`config.mk`:
```
export PLATFORM = sky130hd
export DESIGN_NAME = second_timer_table_flat
export DESIGN_NICKNAME = d
export VERILOG_FILES = /design/src/rtl/stt_pkg.sv /design/src/rtl/stt_channels.sv /design/src/rtl/second_timer_table.sv /design/src/rtl/stt_slot_store.sv /design/src/rtl/stt_slot_unit.sv /design/src/flat_wrapper.sv
export SDC_FILE = /design/constraint.sdc
export NUM_CORES = 2
export LEC_CHECK = 0
export ABC_AREA = 1
export BUFFER_PORTS_ARGS = -buffer_cell sky130_fd_sc_hd__clkbuf_2
export CAP_MARGIN = 20
export CORE_MARGIN = 2
export CORE_UTILIZATION = 63
export DETAILED_ROUTE_END_ITERATION = 16
export GPL_ROUTABILITY_DRIVEN = 1
export PLACE_DENSITY = 0.75
export SLEW_MARGIN = 10
export SYNTH_ARGS = -nofsm -noshare
export SYNTH_HDL_FRONTEND = slang
export SYNTH_SLANG_ARGS = --single-unit
```
`constraint.sdc`:
```
create_clock -name clk -period 5.74 [get_ports clk]
set_clock_uncertainty 0.05 [all_clocks]
set_input_delay 1.148 -clock clk [delete_from_list [all_inputs] [get_ports clk]]
set_output_delay 1.148 -clock clk [all_outputs]
set_load 0.05 [all_outputs]
```
`src/rtl/stt_pkg.sv`:
```
// Shared types and codes for the second timer table.
`default_nettype none

package stt_pkg;

    typedef enum logic [1:0] {
        OP_ADD     = 2'd0,
        OP_DEL     = 2'd1,
        OP_RESTART = 2'd2,
        OP_TICK    = 2'd3
    } op_t;

    typedef enum logic [1:0] {
        S_IDLE,
        S_SCAN,
        S_FINISH
    } state_t;

    localparam logic EV_DONE    = 1'b0;
    localparam logic EV_EXPIRED = 1'b1;
    localparam logic ST_OK      = 1'b0;
    localparam logic ST_FULL    = 1'b1;

    // One timer entry as held in the slot memory.
    typedef struct packed {
        logic [15:0] id;
        logic [15:0] timeout;
        logic        never;
        logic        notify;
        logic [15:0] elapsed;
    } slot_entry_t;

    // Captured request word.
    typedef struct packed {
        op_t         op;
        logic [15:0] timer_id;
        logic [15:0] timeout_secs;
        logic        never_expires;
        logic        send_notice;
    } req_t;

    // What the slot unit wants done for the slot under evaluation.
    typedef struct packed {
        logic        wr_en;
        logic        set_valid;
        logic        clr_valid;
        logic        take_hit;
        logic        emit;
        slot_entry_t wr_data;
    } slot_act_t;

endpackage : stt_pkg

`default_nettype wire

```
`src/rtl/stt_channels.sv`:
```
// Handshake channel interfaces: request, response and configuration.
`default_nettype none

interface stt_req_if;
    logic        valid;
    logic        ready;
    logic [1:0]  op;
    logic [15:0] timer_id;
    logic [15:0] timeout_secs;
    logic        never_expires;
    logic        send_notice;

    modport source (output valid, op, timer_id, timeout_secs, never_expires, send_notice,
                    input ready);
    modport sink   (input valid, op, timer_id, timeout_secs, never_expires, send_notice,
                    output ready);
endinterface : stt_req_if

interface stt_rsp_if;
    logic        valid;
    logic        ready;
    logic        event_kind;
    logic        status;
    logic [15:0] expired_id;
    logic        notice_wanted;
    logic        last;

    modport source (output valid, event_kind, status, expired_id, notice_wanted, last,
                    input ready);
    modport sink   (input valid, event_kind, status, expired_id, notice_wanted, last,
                    output ready);
endinterface : stt_rsp_if

interface stt_cfg_if;
    logic valid;
    logic ready;
    logic ticks_enabled;

    modport source (output valid, ticks_enabled, input ready);
    modport sink   (input valid, ticks_enabled, output ready);
endinterface : stt_cfg_if

`default_nettype wire

```
`src/rtl/second_timer_table.sv`:
```
// One request at a time: a new request is accepted only once the sequencer is back in idle,
// after the done word is loaded. The sequencer walks the slot memory one slot per cycle,
// while the response port does not stall, through its single read port, for every operation.
// A stalled response port holds the walk; expiry words wait in the output register.
// Reset clears all valid flags and sets ticks_enabled; slot contents need no clearing pass.
`default_nettype none

module second_timer_table #(
    parameter int TIMER_SLOTS = 32
) (
    input  wire logic  clk,
    input  wire logic  rst_n,
    stt_req_if.sink    req,
    stt_rsp_if.source  rsp,
    stt_cfg_if.sink    cfg
);
    import stt_pkg::*;

    localparam int ADDR_W = (TIMER_SLOTS > 1) ? $clog2(TIMER_SLOTS) : 1;
    localparam logic [ADDR_W-1:0] LAST_SLOT = ADDR_W'(TIMER_SLOTS - 1);

    state_t              state_reg, state_next;
    req_t                req_q_reg;
    logic [ADDR_W-1:0]   idx_reg;
    logic                hit_reg;
    logic                ten_reg;

    logic                out_valid_reg;
    logic                out_kind_reg;
    logic                out_status_reg;
    logic [15:0]         out_id_reg;
    logic                out_notice_reg;
    logic                out_last_reg;

    logic                accept;
    logic                stall;
    logic                scan_go;
    logic                last_slot;
    logic                load_expiry;
    logic                load_done;
    logic [ADDR_W-1:0]   rd_addr;
    slot_entry_t         cur_entry;
    logic                cur_valid;
    slot_act_t           act;

    // Configuration: always ready; to be written only while idle, which the block itself does not enforce.
    assign cfg.ready = 1'b1;

    always_ff @(posedge clk or negedge rst_n)
    begin
        if (!rst_n)
        begin
            ten_reg <= 1'b1;
        end
        else if (cfg.valid)
        begin
            ten_reg <= cfg.ticks_enabled;
        end
    end

    assign stall     = out_valid_reg && !rsp.ready;
    assign last_slot = (idx_reg == LAST_SLOT);

    // FSM next state
    always_comb
    begin
        state_next = state_reg;
        unique case (state_reg)
            S_IDLE:
            begin
                if (req.valid)
                begin
                    state_next = S_SCAN;
                end
            end
            S_SCAN:
            begin
                if (!stall && last_slot)
                begin
                    state_next = S_FINISH;
                end
            end
            S_FINISH:
            begin
                if (!stall)
                begin
                    state_next = S_IDLE;
                end
            end
            default:
            begin
                state_next = S_IDLE;
            end
        endcase
    end

    // FSM outputs
    always_comb
    begin
        req.ready = 1'b0;
        scan_go   = 1'b0;
        load_done = 1'b0;
        rd_addr   = '0;
        unique case (state_reg)
            S_IDLE:
            begin
                req.ready = 1'b1;
            end
            S_SCAN:
            begin
                scan_go = !stall;
                // read one slot ahead; on a stall re-read the current slot
                rd_addr = (!stall && !last_slot) ? idx_reg + 1'b1 : idx_reg;
            end
            S_FINISH:
            begin
                load_done = !stall;
            end
            default:
            begin
                req.ready = 1'b0;
            end
        endcase
    end

    assign accept      = req.valid && req.ready;
    assign load_expiry = scan_go && act.emit;

    always_ff @(posedge clk or negedge rst_n)
    begin
        if (!rst_n)
        begin
            state_reg <= S_IDLE;
            idx_reg   <= '0;
            hit_reg   <= 1'b0;
        end
        else
        begin
            state_reg <= state_next;
            if (accept)
            begin
                idx_reg <= '0;
                hit_reg <= 1'b0;
            end
            else if (scan_go)
            begin
                if (!last_slot)
                begin
                    idx_reg <= idx_reg + 1'b1;
                end
                if (act.take_hit)
                begin
                    hit_reg <= 1'b1;
                end
            end
        end
    end

    always_ff @(posedge clk)
    begin
        if (accept)
        begin
            req_q_reg.op            <= op_t'(req.op);
            req_q_reg.timer_id      <= req.timer_id;
            req_q_reg.timeout_secs  <= req.timeout_secs;
            req_q_reg.never_expires <= req.never_expires;
            req_q_reg.send_notice   <= req.send_notice;
        end
    end

    stt_slot_store #(
        .DEPTH  (TIMER_SLOTS),
        .ADDR_W (ADDR_W)
    ) u_store (
        .clk       (clk),
        .rst_n     (rst_n),
        .wr_en     (scan_go && act.wr_en),
        .set_valid (scan_go && act.set_valid),
        .clr_valid (scan_go && act.clr_valid),
        .cur_addr  (idx_reg),
        .wr_data   (act.wr_data),
        .rd_addr   (rd_addr),
        .rd_data   (cur_entry),
        .cur_valid (cur_valid)
    );

    stt_slot_unit u_unit (
        .req       (req_q_reg),
        .cur       (cur_entry),
        .cur_valid (cur_valid),
        .hit       (hit_reg),
        .ticks_en  (ten_reg),
        .act       (act)
    );

    // Output word register
    always_ff @(posedge clk or negedge rst_n)
    begin
        if (!rst_n)
        begin
            out_valid_reg <= 1'b0;
        end
        else if (load_expiry || load_done)
        begin
            out_valid_reg <= 1'b1;
        end
        else if (rsp.ready)
        begin
            out_valid_reg <= 1'b0;
        end
    end

    always_ff @(posedge clk)
    begin
        if (load_expiry)
        begin
            out_kind_reg   <= EV_EXPIRED;
            out_status_reg <= ST_OK;
            out_id_reg     <= cur_entry.id;
            out_notice_reg <= cur_entry.notify;
            out_last_reg   <= 1'b0;
        end
        else if (load_done)
        begin
            out_kind_reg   <= EV_DONE;
            out_status_reg <= (req_q_reg.op == OP_ADD && !hit_reg) ? ST_FULL : ST_OK;
            out_id_reg     <= '0;
            out_notice_reg <= 1'b0;
            out_last_reg   <= 1'b1;
        end
    end

    assign rsp.valid         = out_valid_reg;
    assign rsp.event_kind    = out_kind_reg;
    assign rsp.status        = out_status_reg;
    assign rsp.expired_id    = out_id_reg;
    assign rsp.notice_wanted = out_notice_reg;
    assign rsp.last          = out_last_reg;

endmodule : second_timer_table

`default_nettype wire

```
`src/rtl/stt_slot_store.sv`:
```
// Slot memory with registered read and per-slot valid flags.
`default_nettype none

module stt_slot_store #(
    parameter int DEPTH  = 32,
    parameter int ADDR_W = (DEPTH > 1) ? $clog2(DEPTH) : 1
) (
    input  logic                clk,
    input  logic                rst_n,
    input  logic                wr_en,
    input  logic                set_valid,
    input  logic                clr_valid,
    input  logic [ADDR_W-1:0]   cur_addr,
    input  stt_pkg::slot_entry_t wr_data,
    input  logic [ADDR_W-1:0]   rd_addr,
    output stt_pkg::slot_entry_t rd_data,
    output logic                cur_valid
);
    import stt_pkg::*;

    slot_entry_t       slot_mem [DEPTH];
    slot_entry_t       rd_data_reg;
    logic [DEPTH-1:0]  valid_reg;

    always_ff @(posedge clk)
    begin
        if (wr_en)
        begin
            slot_mem[cur_addr] <= wr_data;
        end
        rd_data_reg <= slot_mem[rd_addr];
    end

    always_ff @(posedge clk or negedge rst_n)
    begin
        if (!rst_n)
        begin
            valid_reg <= '0;
        end
        else if (set_valid)
        begin
            valid_reg[cur_addr] <= 1'b1;
        end
        else if (clr_valid)
        begin
            valid_reg[cur_addr] <= 1'b0;
        end
    end

    assign rd_data   = rd_data_reg;
    assign cur_valid = valid_reg[cur_addr];

endmodule : stt_slot_store

`default_nettype wire

```
`src/rtl/stt_slot_unit.sv`:
```
// Shared per-slot unit: id compare, free test, saturating count and expiry compare.
`default_nettype none

module stt_slot_unit (
    input  stt_pkg::req_t        req,
    input  stt_pkg::slot_entry_t cur,
    input  logic                 cur_valid,
    input  logic                 hit,
    input  logic                 ticks_en,
    output stt_pkg::slot_act_t   act
);
    import stt_pkg::*;

    logic        same_id;
    logic [15:0] elapsed_inc;

    assign same_id     = (cur.id == req.timer_id);
    assign elapsed_inc = (cur.elapsed == 16'hFFFF) ? cur.elapsed : cur.elapsed + 16'd1;

    always_comb
    begin
        act         = '0;
        act.wr_data = cur;
        unique case (req.op)
            OP_ADD:
            begin
                if (!cur_valid && !hit)
                begin
                    act.wr_en           = 1'b1;
                    act.set_valid       = 1'b1;
                    act.take_hit        = 1'b1;
                    act.wr_data.id      = req.timer_id;
                    act.wr_data.timeout = req.timeout_secs;
                    act.wr_data.never   = req.never_expires;
                    act.wr_data.notify  = req.send_notice;
                    act.wr_data.elapsed = '0;
                end
            end
            OP_DEL:
            begin
                if (cur_valid && same_id && !hit)
                begin
                    act.clr_valid = 1'b1;
                    act.take_hit  = 1'b1;
                end
            end
            OP_RESTART:
            begin
                if (cur_valid && same_id && !hit)
                begin
                    act.wr_en           = 1'b1;
                    act.take_hit        = 1'b1;
                    act.wr_data.elapsed = '0;
                end
            end
            OP_TICK:
            begin
                if (ticks_en && cur_valid)
                begin
                    act.wr_en           = 1'b1;
                    act.wr_data.elapsed = elapsed_inc;
                    act.emit            = !cur.never && (elapsed_inc >= cur.timeout);
                end
            end
            default:
            begin
                act.wr_en = 1'b0;
            end
        endcase
    end

endmodule : stt_slot_unit

`default_nettype wire
```
`src/flat_wrapper.sv`:
```
// flat-port wrapper written by rule: the top's interface ports become plain ports
module second_timer_table_flat import stt_pkg::*;
#(
    parameter int TIMER_SLOTS = 32
)
  (clk, rst_n, req_valid, req_op, req_timer_id, req_timeout_secs, req_never_expires, req_send_notice, req_ready, rsp_valid, rsp_event_kind, rsp_status, rsp_expired_id, rsp_notice_wanted, rsp_last, rsp_ready, cfg_valid, cfg_ticks_enabled, cfg_ready);
  stt_req_if req_i ();
  stt_rsp_if rsp_i ();
  stt_cfg_if cfg_i ();
  input  wire logic clk;
  input  wire logic rst_n;
  input wire logic [$bits(req_i.valid)-1:0] req_valid;
  input wire logic [$bits(req_i.op)-1:0] req_op;
  input wire logic [$bits(req_i.timer_id)-1:0] req_timer_id;
  input wire logic [$bits(req_i.timeout_secs)-1:0] req_timeout_secs;
  input wire logic [$bits(req_i.never_expires)-1:0] req_never_expires;
  input wire logic [$bits(req_i.send_notice)-1:0] req_send_notice;
  output wire logic [$bits(req_i.ready)-1:0] req_ready;
  output wire logic [$bits(rsp_i.valid)-1:0] rsp_valid;
  output wire logic [$bits(rsp_i.event_kind)-1:0] rsp_event_kind;
  output wire logic [$bits(rsp_i.status)-1:0] rsp_status;
  output wire logic [$bits(rsp_i.expired_id)-1:0] rsp_expired_id;
  output wire logic [$bits(rsp_i.notice_wanted)-1:0] rsp_notice_wanted;
  output wire logic [$bits(rsp_i.last)-1:0] rsp_last;
  input wire logic [$bits(rsp_i.ready)-1:0] rsp_ready;
  input wire logic [$bits(cfg_i.valid)-1:0] cfg_valid;
  input wire logic [$bits(cfg_i.ticks_enabled)-1:0] cfg_ticks_enabled;
  output wire logic [$bits(cfg_i.ready)-1:0] cfg_ready;
  assign req_i.valid = req_valid;
  assign req_i.op = req_op;
  assign req_i.timer_id = req_timer_id;
  assign req_i.timeout_secs = req_timeout_secs;
  assign req_i.never_expires = req_never_expires;
  assign req_i.send_notice = req_send_notice;
  assign req_ready = req_i.ready;
  assign rsp_valid = rsp_i.valid;
  assign rsp_event_kind = rsp_i.event_kind;
  assign rsp_status = rsp_i.status;
  assign rsp_expired_id = rsp_i.expired_id;
  assign rsp_notice_wanted = rsp_i.notice_wanted;
  assign rsp_last = rsp_i.last;
  assign rsp_i.ready = rsp_ready;
  assign cfg_i.valid = cfg_valid;
  assign cfg_i.ticks_enabled = cfg_ticks_enabled;
  assign cfg_ready = cfg_i.ready;
  second_timer_table #(.TIMER_SLOTS(TIMER_SLOTS)) u_core (.clk(clk), .rst_n(rst_n), .req(req_i), .rsp(rsp_i), .cfg(cfg_i));
endmodule
```
# Yosys cells after proc, flatten, opt, wreduce, memory -nomap -nowiden

Memory sizes are Yosys's and may differ from the RTL's. A register that Yosys moved wholly into a read port is not among the register bits.
Index checks and enable logic that the tools add are counted.

Add/sub/neg operators: 2
Magnitude comparators: 3
Equality and inequality tests: 12
Multiplexer cells: 47
Bitwise gates (word level): 3
Reductions and logical operators: 32

Operator list:

| kind                    | count |
|---|---|
| $mux W16                | 5 |
| $mux W32                | 2 |
| $mux W50                | 1 |
| $pmux W16 S3            | 1 |
| $mux W34                | 1 |
| $and A32 B32 Y32        | 1 |
| $not A32 Y32            | 1 |
| $or A32 B32 Y32         | 1 |
| $mux W5                 | 5 |
| $mux W1                 | 22 |
| $add A16 B1 Y16 const B | 1 |
| $eq A16 B16 Y1          | 1 |
| $eq A16 B16 Y1 const B  | 1 |
| $ge A16 B16 Y1          | 1 |
| $logic_and A1 B1 Y1     | 15 |
| $mux W2                 | 5 |
| $reduce_bool A2 Y1      | 5 |
| $eq A2 B2 Y1 const B    | 3 |
| $logic_not A1 Y1        | 6 |
| $lt A5 B6 Y1 const B    | 1 |
| $pmux W1 S3             | 2 |
| $pmux W2 S3             | 1 |
| $add A5 B1 Y5 const B   | 1 |
| $bmux W1 S5             | 1 |
| 10 further kinds        | 15 |

Register bits: 98
Bits in writable memories: 1600
Output and inout port bits: 23
Memories kept: 1

Memories:

| name                    | depth | bits a word | rd ports | clocked after Yosys merged registers in | wr ports | line                 | RTL |
|---|---|---|---|---|---|---|---|
| u_core.u_store.slot_mem | 32    | 50          | 1        | 1                                       | 1        | stt_slot_store.sv:21 | `slot_entry_t slot_mem [DEPTH];` |

# Depth between registers and ports, before layout

Depth in word-level cells: 9
Gate-level depth with buffers: 19
Depth with buffers taken out: 19

# Cells and area by module

Synthesis repeated with hierarchy kept, for this count alone.

Cells, all modules: 6358
Area, all modules: 73027.5 um^2

By module, submodules not included:

| module             | instances | cells each | area an instance (um^2) |
|---|---|---|---|
| stt_slot_store     | 1         | 5709       | 68278.0 |
| second_timer_table | 1         | 185        | 2514.9 |
| stt_slot_unit      | 1         | 464        | 2234.6 |

# Worst setup path before layout

Ideal clock, no wire load.

Path kind: in2reg
From: in rsp_ready
To: mem u_core.u_store.slot_mem[0][0] in the netlist's numbering (enable)
Setup time: 458 ps
Data arrival time: 3844 ps
Path slack: 1388 ps
Cell stages on the path: 5
Cell sequence: nor2_1 -> nor2_1 -> nand3_4 -> buf_6 -> nor2_1

Word-level cells in the longest chain between the ends: 7

RTL lines:

| item                          | line                      | RTL |
|---|---|---|
| start: declaration            | flat_wrapper.sv:25        | `input wire logic [$bits(rsp_i.ready)-1:0] rsp_ready;` |
| $logic_not A1 Y1              | second_timer_table.sv:61  | `assign stall = out_valid_reg && !rsp.ready;` |
| $logic_and A1 B1 Y1           | second_timer_table.sv:61  |  |
| $logic_not A1 Y1              | second_timer_table.sv:111 | `scan_go = !stall;` |
| $mux W1                       | second_timer_table.sv:104 | `unique case (state_reg)` |
| $logic_and A1 B1 Y1           | second_timer_table.sv:177 | `.wr_en (scan_go && act.wr_en),` |
| $mux W1                       | stt_slot_store.sv:27      | `if (wr_en)` |
| $mux W1 (not written as such) | stt_slot_store.sv:29      | `slot_mem[cur_addr] <= wr_data;` |
| end: declaration              | stt_slot_store.sv:21      |  |

No other way between the ends.

# Worst setup path after layout

From: reg u_core.idx_reg[0]
To: mem u_core.u_store.slot_mem[20][43] in the netlist's numbering (enable)

Word-level cells in the longest chain between the ends: 9
Elaborated cells between the ends (all ways): 14

RTL lines:

| item                                                    | line                                     | RTL |
|---|---|---|
| start: declaration                                      | second_timer_table.sv:24                 | `logic [ADDR_W-1:0] idx_reg;` |
| start signal: assignment                                | second_timer_table.sv:149                | `idx_reg <= idx_reg + 1'b1;` |
| $bmux W1 S5                                             | stt_slot_store.sv:51                     | `assign cur_valid = valid_reg[cur_addr];` |
| $mux W1 (not written as such)                           | stt_slot_store.sv:51                     |  |
| $logic_and A1 B1 Y1 or $logic_not A1 Y1 (tied branches) | stt_slot_unit.sv:49, stt_slot_unit.sv:27 |  |
| $logic_and A1 B1 Y1 (on tied branches)                  | stt_slot_unit.sv:49, stt_slot_unit.sv:27 |  |
| $mux W1 or $mux W2 (tied branches)                      | stt_slot_unit.sv:49, stt_slot_unit.sv:27 |  |
| $pmux W1 S3                                             | stt_slot_unit.sv:24                      | `unique case (req.op)` |
| $logic_and A1 B1 Y1                                     | second_timer_table.sv:177                |  |
| $mux W1                                                 | stt_slot_store.sv:27                     |  |
| $mux W1 (not written as such)                           | stt_slot_store.sv:29                     |  |

Parallel ways exist; a longest one is shown, timed or not. The select of a mux whose other input is x is not followed.

==> flow_summary.json <==
{
  "io_pins": 65,
  "antenna_found_initial": 2,
  "most-common-layout-cells": "1653 x edfxtp_1, 1419 x nand2_1, 1013 x inv_1",
  "cts_tree": "built",
  "fin_setup_tns_ns": 0,
  "nNetsFinal": 6611,
  "antenna_left": 0,
  "hp-class": "in2async",
  "ys.flop_type": "edfxtp_1",
  "drc": 0,
  "whs_ns": 0.386,
  "drt-initial-drc-count": 7356,
  "period_needed_ns": 4.52,
  "vias": 49900,
  "grt_max_degree": 185,
  "multi_input_area_um2": 17400,
  "rows": 126,
  "grt_pass1_vias": 47100,
  "synth_nets": 6603,
  "power_density_nw_per_um2": 599,
  "clk_latency_ns": 0.79,
  "holdBufCountCts": 0,
  "start_util_pct": 63.2,
  "port_buffers": 63,
  "power.leakage_nw": 32.2,
  "setup_viol": 0,
  "routabilityCongestion": 0.972,
  "cp_max_fo": 28,
  "cts_num_sinks": 1748,
  "hold_viol_final": 0,
  "drive_gt1_share_pct": 8.42,
  "dp_hpwl_mm": 102,
  "cts-resized-gates": 0,
  "dpl_worst_slack_ns": 1.35,
  "startpoint_type": "flop",
  "first_pass_iters": 9,
  "ir_drop_mv": 1.68,
  "path_clk_slew_ns": 0.06,
  "async_flop_share_pct": 2.40,
  "tightestPinTransition_ns": 1.12,
  "core-area_um2": 118000,
  "largest_register_ffs": 1600,
  "r2r_slack_ns": 1.22,
  "grt_setup_unrepaired": "false",
  "slew_headroom_pct": 25.1,
  "fmax_mhz": 221,
  "wl_per_cell_um": 24.1,
  "wirelength_mm": 198,
  "syn_inst": 6534,
  "htreeDepth": 4,
  "endpoint_kind": "flop",
  "numCtsBuffers": 171,
  "synth-edff-count": 1653,
  "yosysWarnings": 0,
  "grt_use_total_pct": 32.7,
  "netlist_area_um2": 74400,
  "final_util_pct": 70.5,
  "die-height_um": 348,
  "status": "completed",
  "root_buffer": "clkbuf_16",
  "fillers": 7795,
  "seqCellArea_um2": 51800,
  "required_ns": 6.09,
  "dieArea_um2": 121000,
  "grt-ovfl-total": 0,
  "ys_types": 37,
  "power.total_mw": 49.7,
  "syn2layout_area_growth_pct": 11.5,
  "syn_avg_cell_area_um2": 11.4,
  "layout_setup_ws_ns": 1.22,
  "grt_first_pass_wirelength_mm": 293,
  "cts_buffer_depth": 3,
  "ys_ff_latch": 1748,
  "critPathKind": "reg2reg",
  "fin_crit_sh_pct": 78.8,
  "maxCapViolations": 0,
  "slew_violations": 0,
  "ys_seq_area_share_pct": 69.6,
  "post-cts-setup-buffers": 0,
  "final_common_cell": "edfxtp_1",
  "arrival_ns": 4.87,
  "via_per_inst": 6.07,
  "dieWidth_um": 348
}
final timing paths:
check                                           start                               to  cells after the start
worst max-delay path                u_core.idx_reg[0]  u_core.u_store.slot_mem[20][43]                     14
worst min-delay path                            rst_n                 u_core.rsp.valid                      1
worst max register to register      u_core.idx_reg[0]  u_core.u_store.slot_mem[20][43]                     14
worst min register to register  u_core.rsp.event_kind            u_core.rsp.event_kind                      2
max in group asynchronous                       rst_n       asynchronous set/reset pin                      2
min in group clk                u_core.rsp.event_kind            u_core.rsp.event_kind                      2
Yosys cell counts, drive strengths merged, types with 2 or more instances:
| cell type | n | area share (%) |
|---|---|---|
| nand4 | 63 | 0.53 |
| dfxtp | 53 | 1.4 |
| edfxtp | 1653 | 67 |
| o21ai | 190 | 1.3 |
| nand2 | 1425 | 7.2 |
| clkbuf | 74 | 0.37 |
| nor3 | 10 | 0.067 |
| o211ai | 550 | 5.6 |
| nand3 | 695 | 4.7 |
| inv | 1024 | 5.2 |
| buf | 307 | 2.1 |
| a21oi | 42 | 0.28 |
| o31ai | 2 | 0.020 |
| xor2 | 12 | 0.14 |
| nor2 | 257 | 1.3 |
| ha | 27 | 0.45 |
| nand3b | 101 | 1.0 |
| mux2 | 3 | 0.045 |
| dfrtp | 41 | 1.4 |
routing by layer:
metal / routed length, µm / GRT usage (%) / vias to the layer above
li1: - / - / 22500
met1: 75800 / 46.4 / 23900
met2: 91500 / 51.0 / 3028
met3: 23300 / 5.82 / 469
met4: 7780 / 13.0 / 4
met5: 22 / 0 / -
stage by stage:
step	cell area, µm²	instances
floorplan	74400	6534
global placement	76700	7888
detailed placement	76900	7896
CTS	82700	8216
global route	82900	8225
finish	82900	8226
power by group:
| part | internal, mW | switching, mW | total, mW |
|---|---|---|---|
| clock network | 6.81 | 4.72 | 11.5 |
| registers | 16.8 | 0.388 | 17.2 |
| logic | 5.80 | 15.1 | 20.9 |
| total | 29.4 | 20.2 | 49.7 |
layout make-up:
class / instances / area share (%)
Tap cell: 1536 / 2.32
Inverter: 1024 / 4.66
Clock inverter: 102 / 1.35
Clock buffer: 218 / 5.65
Timing Repair Buffer: 216 / 2.59
Sequential cell: 1748 / 62.4
Antenna cell: 1 / 0.00302
Multi-Input combinational cell: 3381 / 21.0
worst max-delay path: stages, from the launching register on:
cell,delay (ns)
dfrtp_1,0.85
inv_2,0.37
nand2_1,0.13
nand3_1,0.09
nand2_1,0.09
nand2_1,0.06
nand2_1,0.11
nor2_4,0.07
nand2_4,0.14
nand3_4,0.21
nand3_2,0.16
nand3_4,0.53
buf_4,0.45
nor2_4,0.11
buf_4,0.60
cell families after synthesis:
logic type               count (synthesis)  synth area share [%]
other                                    1               0.00504
flip-flops                            1748                  69.6
buffers and inverters                 1405                  7.68
AND/OR/NAND/NOR                       2552                  14.9
multiplexers                             3                0.0454
XOR/XNOR                                12                 0.141
adder cells (fa/ha/maj)                 27                 0.454
AO/OA/AOI/OAI                          786                  7.16
Power figures use the tool's default switching activity.
